File: src/hw/rtl/spq_pkg.sv
// Package for the sorted priority queue: widths, codes, payload structs.
// No dependencies.
package spq_pkg;

   localparam int KEY_W        = 32;
   localparam int OCC_W        = 5;
   localparam int STATUS_W     = 2;
   localparam int CAPACITY_DEF = 16;

   localparam logic OP_ENQUEUE = 1'b0;
   localparam logic OP_DEQUEUE = 1'b1;

   localparam logic [STATUS_W-1:0] STATUS_OK    = 2'd0;
   localparam logic [STATUS_W-1:0] STATUS_EMPTY = 2'd1;
   localparam logic [STATUS_W-1:0] STATUS_FULL  = 2'd2;

   typedef struct packed {
      logic                    req_type;
      logic signed [KEY_W-1:0] key_value;
   } req_data_type;

   typedef struct packed {
      logic signed [KEY_W-1:0] out_key;
      logic                    out_valid;
      logic [STATUS_W-1:0]     status;
      logic [OCC_W-1:0]        occupancy;
   } rsp_data_type;

   // broadcast to every cell
   typedef struct packed {
      logic enq;
      logic deq;
   } cell_cmd_type;

   // what a cell shows its right-hand neighbor
   typedef struct packed {
      logic occupied;
      logic greater;
   } cell_link_type;

endpackage

File: src/hw/rtl/sorted_priority_queue.sv
// Top level of the sorted priority queue: a chain of spq_cell slots and
// the occupancy counter. Uses spq_pkg and spq_cell.
//
//   port group   direction   handshake           payload
//   req_         in          start / busy        req_data  (spq_pkg::req_data_type)
//   rsp_         out         rsp_valid strobe    rsp_data  (spq_pkg::rsp_data_type)
//
// One transaction per cycle; its result strobes the cycle after it is taken.
// Every cell compares against the new key in parallel, so insert and remove
// each update the whole chain at once, regardless of CAPACITY.
// busy is high during reset and the cycle after; otherwise low.
// The receiver cannot stall: each result shows for exactly one cycle.
module sorted_priority_queue #(
   parameter int CAPACITY = spq_pkg::CAPACITY_DEF
) (
   input  logic                  clock,
   input  logic                  reset,
   input  logic                  start,
   output logic                  busy,
   input  spq_pkg::req_data_type req_data,
   output logic                  rsp_valid,
   output spq_pkg::rsp_data_type rsp_data
);

   localparam int CNT_W = $clog2(CAPACITY + 1);

   logic [CNT_W-1:0]        count_ff;
   logic [CNT_W-1:0]        count_in;
   logic                    busy_ff;
   logic                    rsp_valid_ff;
   spq_pkg::rsp_data_type   rsp_data_ff;
   spq_pkg::rsp_data_type   rsp_data_in;

   logic                    accept;
   logic                    is_deq;
   logic                    empty;
   logic                    full;
   spq_pkg::cell_cmd_type   cmd;

   logic signed [spq_pkg::KEY_W-1:0] cell_key [CAPACITY];
   spq_pkg::cell_link_type           cell_link [CAPACITY];

   assign busy      = busy_ff;
   assign rsp_valid = rsp_valid_ff;
   assign rsp_data  = rsp_data_ff;

   assign accept  = start && !busy_ff;
   assign is_deq  = (req_data.req_type == spq_pkg::OP_DEQUEUE);
   assign empty   = (count_ff == '0);
   assign full    = (count_ff == CNT_W'(CAPACITY));
   assign cmd.enq = accept && !is_deq && !full;
   assign cmd.deq = accept && is_deq && !empty;

   for (genvar i = 0; i < CAPACITY; i++) begin : g_cell
      logic signed [spq_pkg::KEY_W-1:0] prev_key;
      logic signed [spq_pkg::KEY_W-1:0] next_key;
      spq_pkg::cell_link_type           prev_link;

      if (i == 0) begin : g_head
         // head sees an occupied, never-greater left edge
         assign prev_key  = req_data.key_value;
         assign prev_link = '{occupied: 1'b1, greater: 1'b0};
      end else begin : g_body
         assign prev_key  = cell_key[i-1];
         assign prev_link = cell_link[i-1];
      end

      if (i == CAPACITY - 1) begin : g_tail
         assign next_key = '0;
      end else begin : g_inner
         assign next_key = cell_key[i+1];
      end

      spq_cell u_cell (
         .clock     (clock),
         .cmd       (cmd),
         .new_key   (req_data.key_value),
         .occupied  (CNT_W'(i) < count_ff),
         .prev_key  (prev_key),
         .prev_link (prev_link),
         .next_key  (next_key),
         .key       (cell_key[i]),
         .link      (cell_link[i])
      );
   end

   always_comb begin
      count_in = count_ff;
      if (cmd.enq) begin
         count_in = count_ff + CNT_W'(1);
      end else if (cmd.deq) begin
         count_in = count_ff - CNT_W'(1);
      end

      rsp_data_in.out_key   = cmd.deq ? cell_key[0] : '0;
      rsp_data_in.out_valid = cmd.deq;
      rsp_data_in.occupancy = spq_pkg::OCC_W'(count_in);
      priority if (is_deq && empty) begin
         rsp_data_in.status = spq_pkg::STATUS_EMPTY;
      end else if (!is_deq && full) begin
         rsp_data_in.status = spq_pkg::STATUS_FULL;
      end else begin
         rsp_data_in.status = spq_pkg::STATUS_OK;
      end
   end

   always_ff @(posedge clock) begin
      if (reset) begin
         count_ff     <= '0;
         busy_ff      <= 1'b1;
         rsp_valid_ff <= 1'b0;
      end else begin
         count_ff     <= count_in;
         busy_ff      <= 1'b0;
         rsp_valid_ff <= accept;
      end
      rsp_data_ff <= rsp_data_in;
   end

endmodule

File: src/hw/rtl/spq_cell.sv
// One slot of the sorted register chain: holds a key, compares it with the
// incoming key and shifts right on insert or left on removal. Uses spq_pkg.
module spq_cell (
   input  logic                            clock,
   input  spq_pkg::cell_cmd_type           cmd,
   input  logic signed [spq_pkg::KEY_W-1:0] new_key,
   input  logic                            occupied,
   input  logic signed [spq_pkg::KEY_W-1:0] prev_key,
   input  spq_pkg::cell_link_type          prev_link,
   input  logic signed [spq_pkg::KEY_W-1:0] next_key,
   output logic signed [spq_pkg::KEY_W-1:0] key,
   output spq_pkg::cell_link_type          link
);

   logic signed [spq_pkg::KEY_W-1:0] key_ff;
   logic signed [spq_pkg::KEY_W-1:0] key_in;

   assign key           = key_ff;
   assign link.occupied = occupied;
   assign link.greater  = occupied && (key_ff > new_key);

   always_comb begin
      key_in = key_ff;
      priority if (cmd.deq) begin
         key_in = next_key;
      end else if (cmd.enq) begin
         // take the left neighbor's key if it shifts in, else the new key if it lands here
         priority if (prev_link.greater) begin
            key_in = prev_key;
         end else if (link.greater || (!occupied && prev_link.occupied)) begin
            key_in = new_key;
         end else begin
            key_in = key_ff;
         end
      end else begin
         key_in = key_ff;
      end
   end

   always_ff @(posedge clock) begin
      key_ff <= key_in;
   end

endmodule

File: config.mk
export PLATFORM = sky130hd
export DESIGN_NAME = sorted_priority_queue
export DESIGN_NICKNAME = d
export VERILOG_FILES = /design/src/hw/rtl/spq_pkg.sv /design/src/hw/rtl/sorted_priority_queue.sv /design/src/hw/rtl/spq_cell.sv
export SDC_FILE = /design/constraint.sdc
export NUM_CORES = 2
export LEC_CHECK = 0
export BUFFER_PORTS_ARGS = -buffer_cell sky130_fd_sc_hd__buf_2
export CAP_MARGIN = 20
export CORE_UTILIZATION = 60
export CTS_BUF_LIST = sky130_fd_sc_hd__clkbuf_8
export CTS_CLUSTER_DIAMETER = 50
export DETAILED_ROUTE_END_ITERATION = 7
export HOLD_SLACK_MARGIN = 0.06
export PLACE_DENSITY = 0.78
export SETUP_SLACK_MARGIN = 0.15
export SLEW_MARGIN = 0
export SYNTH_ARGS = -nofsm -noshare
export SYNTH_HDL_FRONTEND = slang
export SYNTH_SLANG_ARGS = --single-unit
File: constraint.sdc
create_clock -name clock -period 4.9 [get_ports clock]
set_input_delay 0.49 -clock clock [delete_from_list [all_inputs] [get_ports clock]]
set_output_delay 0.49 -clock clock [all_outputs]
set_load 0.05 [all_outputs]
# Yosys cells after proc, flatten, opt, wreduce, memory -nomap -nowiden
# Cells that the tools add are included.
# W data, S select, Z words.
[totals] regBits=559 out_inout_bits=42 word_cells=231
[classes] n_addsub=2 order_cmp=32 n_eq_ne=1 muxes=65 n_reduce_logical=108
[op_table] cell="$mux W32" n=61
[op_table] cell="$gt A32 B32 Y1" n=16
[op_table] cell="$reduce_bool A3 Y1" n=14
[op_table] cell="$lt A4 B5 Y1 const A" n=8
[op_table] cell="$logic_and A1 B1 Y1" n=38
[op_table] cell="$reduce_and A2 Y1" n=16
[op_table] cell="$logic_not A1 Y1" n=20
[op_table] cell="$lt A3 B5 Y1 const A" n=4
[op_table] cell="$logic_or A1 B1 Y1" n=16
[op_table] cell="$lt A1 B5 Y1 const A" n=2
[op_table] cell="$lt A2 B5 Y1 const A" n=2
[op_table] cell="$mux W5" n=2
[op_table] cell="$reduce_bool A2 Y1" n=3
[op_table] cell="$add A5 B1 Y5 const B" n=1
[op_table] cell="$eq A5 B5 Y1 const B" n=1
[op_table] cell="$logic_not A5 Y1" n=1
[op_table] cell="$sub A5 B1 Y5 const B" n=1
[op_table] cell="$mux W2" n=1
[op_table] cell="$mux W1" n=1

# Longest topological paths before layout
[depth] ltp_word=8 mapped_depth=12

# By module
# Synthesis repeated with hierarchy kept, for this count alone.
[hier_totals] hier_cells=4368 area_unflattened_um2=41125.7
[modules_own_cells] module="spq_cell" n_inst=16 cells_each=263 area_each_um2=2466.1
[modules_own_cells] module="sorted_priority_queue" n_inst=1 cells_each=160 area_each_um2=1667.8

# Worst setup path before layout
# Ideal clock, no wire load.
[synth_path] path_type="input to register" from="input req_data[9] (netlist bit)" to="register g_cell[6].u_cell.key_ff (netlist bit g_cell[6].u_cell.key[0]), enable pin" setup_time_ns=0.466 arrival_ns=4.825 required_ns=4.434 path_slack_ns=-0.390 stages=11 path_buffers=1 cell_sequence="inv_1 > ha_1 > a211oi_1 > o21bai_1 > a221oi_1 > o221ai_1 > a21oi_1 > mux2i_1 > buf_2 > a311oi_1 > o21ai_0"
[synth_between] elab_chain_cells=5 elab_cells_between_ends=7 cone_classes="order compare (2); reduce/logical (5)"
[synth_lines] item="start: declaration" line="sorted_priority_queue.sv:20" text="input spq_pkg::req_data_type req_data,"
[synth_lines] item="$gt A32 B32 Y1" line="spq_cell.sv:20" text="assign link.greater = occupied && (key_ff > new_key);"
[synth_lines] item="$logic_and A1 B1 Y1" line="spq_cell.sv:20"
[synth_lines] item="$logic_or A1 B1 Y1" line="spq_cell.sv:30" text="end else if (link.greater || (!occupied && prev_link.occupied)) begin"
[synth_lines] item="$reduce_bool A3 Y1 (no source line) (*)"
[synth_lines] item="$reduce_and A2 Y1 (no source line) (*)"
[synth_lines] item="end signal: assignment" line="spq_cell.sv:41" text="key_ff <= key_in;"
[synth_lines] item="end: declaration" line="spq_cell.sv:15" text="logic signed [spq_pkg::KEY_W-1:0] key_ff;"
# Every way passes the cells marked *; elsewhere a longest branch is shown, timed or not.
# A chain may end at the register's enable or synchronous reset.

# Worst setup path in the final report
[layout_path] from="register count_ff[4]" to="register g_cell[3].u_cell.key_ff (netlist bit g_cell[3].u_cell.key[9]), enable pin"
[layout_between] elab_chain_cells=6 elab_cells_between_ends=16 cone_classes="order compare (2); eq/ne (1); reduce/logical (13)"
[layout_lines] item="start: declaration" line="sorted_priority_queue.sv:27" text="logic [CNT_W-1:0] count_ff;"
[layout_lines] item="start signal: assignment" line="sorted_priority_queue.sv:113" text="count_ff <= count_in;"
[layout_lines] item="$lt A2 B5 Y1" line="sorted_priority_queue.sv:78" text=".occupied (CNT_W'(i) < count_ff),"
[layout_lines] item="$logic_not A1 Y1" line="spq_cell.sv:30"
[layout_lines] item="$logic_and A1 B1 Y1" line="spq_cell.sv:30"
[layout_lines] item="$logic_or A1 B1 Y1" line="spq_cell.sv:30"
[layout_lines] item="$reduce_bool A3 Y1 (no source line)"
[layout_lines] item="$reduce_and A2 Y1 (no source line) (*)"
[layout_lines] item="end signal: assignment" line="spq_cell.sv:41"
[layout_lines] item="end: declaration" line="spq_cell.sv:15"
# Marked as above.

==> flow_summary.ini <==
[yosys]
syn_inst = 3861
synthTopCellsByArea = edfxtp_1, ha_1, o211ai_1, nand2_1, nand3_1
yosys.area.top_type = edfxtp_1
yosysTopAreaCellShare_pct = 37.8
syn_nets = 4412
synth_cell_types = 83
syn_area_um2 = 38200
yosysWarningCount = 0
async_flop_share_pct = 0
ys_seq_area_share_pct = 41.9
synth-edff-count = 480
synth.ff_latch_count = 559
syn_area_per_cell_um2 = 9.88
synthFlopType = edfxtp_1

[placement]
io_buffers = 77
dp_hpwl_um = 87000
place_congestion = 0.985

[run]
max-cap-violations = 0

[floorplanning]
fp-row-count = 92
initial_core_util_pct = 60.6
design.die.area_um2 = 64600
die-width_um = 254
die_h_um = 254
ios = 78
coreArea_um2 = 63000

[clock_tree]
hold_buffers = 1
clkTransAtPathRegs_ps = 60
postCtsSetupBuffers = 0
ctsResizeCount = 0
cts_tree = done
clockBufferDepth = 3
cts_root_buf = clkbuf_8
insertion_delay_ps = 740
cts_inserted_buffers = 99
clock-sinks = 559
htreeDepth = 3

[min_path]
hold_class = input pin to flop

[global_route]
grt_pass1_vias = 30900
grt_pass1_wl_um = 181000
grt_max_degree = 201
antenna_found_initial = 3
grt_usage_pct = 36.5
gr-total-overflow = 0

[drt]
drc = 0
via_per_inst = 6.83
antenna_left = 0
drtIter0Drc = 4714
routedWlPerCell_um = 24.5
drt_first_pass_iters = 6
num_vias = 33000
wl_um = 118000

[finish]
drive_above_1_share_pct = 10.2
fin_nets = 4455
regArea_um2 = 16000
fillers = 4922
area_growth_pct = 9.46
multi_input_area_um2 = 21000

[sta]
finalSetupTns_ps = 0
max_freq_mhz = 257
finalCriticalPeriod_ps = 3890
setup_viol = 0
fin_crit_sh_pct = 79.3
maxSlewHeadroom_pct = 24.6
rsz0062_at_grt = no
max_slew.worst_pin.slew_ps = 1130
finClkSkew_ps = 52.4
finalHoldViolCount = 0
holdWs_ps = 89.4
drv_slew = 0

[setup_path]
required_ps = 5330
start_kind = flop
worstPathArrival_ps = 4310
end_kind = flop
critPathMaxFanout = 38
crit_type = flop to flop

[run_status]
status = complete, no violations

[pwr]
power_density_nw_per_um2 = 285
ir_drop_v = 0.000150
p_leak_uw = 0.0160
[registers in the layout, summed over array words and instances, names as in the netlist]
name	cells
g_cell.u_cell.key	512
rsp_data	40
count_ff	5
busy	1
rsp_valid	1
[placed cells by master, fill, tap and decap left out, types with 31 or more instances in the layout]
master and count:
mux2i_1 124, o21ai_0 174, edfxtp_1 480, and2_1 34, ha_1 515, a21oi_1 178
nand3_1 326, a21o_1 48, buf_4 112, nor2_1 69, o21ai_1 31, dfxtp_1 79
nand4_1 119, inv_1 109, buf_2 77, clkbuf_8 124, o211ai_1 333, nand2_1 659
o41a_1 32
[cells in the mapped netlist (11+ instances only)]
cell type / count
o211ai_1: 333
nor2b_1: 27
a211oi_1: 17
nand3_1: 326
and3_1: 13
buf_4: 11
o21a_1: 15
o221ai_1: 15
nand2_1: 659
nor4_1: 17
buf_1: 24
o21ai_0: 180
o21ai_1: 31
a21o_1: 48
nand4_1: 119
nor3_1: 30
ha_1: 515
o41a_1: 32
inv_1: 71
a31oi_1: 15
and2_1: 34
dfxtp_1: 79
mux2i_1: 126
edfxtp_1: 480
nor2_1: 71
o221a_2: 30
clkbuf_1: 162
buf_2: 52
a21oi_1: 179
[layout make-up]
class	count	area share (%)
diodes	2	0.0120
clock buffers	124	4.09
clock inverters	61	0.677
inverters	72	0.665
multi-input cells	2971	50.2
flip-flops and latches	559	38.3
well taps	846	2.53
repair buffers	201	3.51
[kinds of logic (layout without fill, tap and decap cells)]
kind of cell    count (synthesis)  after routing  synth area share, %
fa+ha+maj                     515            515                 16.9
flops                         559            559                 41.9
buf+inv                       331            458                 3.76
simple gates                 1342           1342                 16.2
mux                           128            128                 3.39
compound gates                981            981                 17.7
other cells                     0              2                    0
xor+xnor                        5              5                0.115
[layer usage]
metal	GRT usage (%)	vias to the layer above	wire length, µm
li1	-	15000	-
met1	52.6	15600	47900
met2	52.7	2209	50000
met4	17.4	2	5310
met5	0	-	9
met3	7.00	273	15300
[stage by stage]
step / util, % / power (µW) / setup slack (ps) / cell area [µm²] / instances
4_1_cts: 66.3 / 11900 / 1130 / 41700 / 4833
3_5_place_dp: 63.1 / 7550 / 607 / 39700 / 4647
5_1_grt: 66.3 / 12300 / 873 / 41800 / 4836
6_report: 66.3 / 11900 / 1010 / 41800 / 4836
3_3_place_gp: 63.1 / 7490 / 649 / 39700 / 4647
2_1_floorplan: - / 6910 / 175 / 38200 / 3861
[final timing paths]
check / from / to / slack (ps) / cells past startpoint
max: count_ff[4]$_SDFF_PP0_ / g_cell[3].u_cell.key[9]$_DFFE_PP_ / 1010 / 8
min reg2reg: g_cell[0].u_cell.key[0]$_DFFE_PP_ / rsp_data[8]$_SDFF_PN0_ / 510 / 2
max reg2reg: count_ff[4]$_SDFF_PP0_ / g_cell[3].u_cell.key[9]$_DFFE_PP_ / 1010 / 8
min: req_data[32] / rsp_data[6]$_SDFF_PP0_ / 90 / 2
[power breakdown]
group	switching, µW	internal (µW)
registers	140	5420
clock network	2070	2320
logic	1250	722
[critical path, stage by stage (launching register included)]
cell	delay, ps
dfxtp_1	730
or2_2	270
buf_4	440
nor2_1	380
a222oi_1	570
o31ai_4	200
and3b_1	240
o21ai_4	510
buf_12	240
Note: power is estimated with default switching activity, not from simulation.
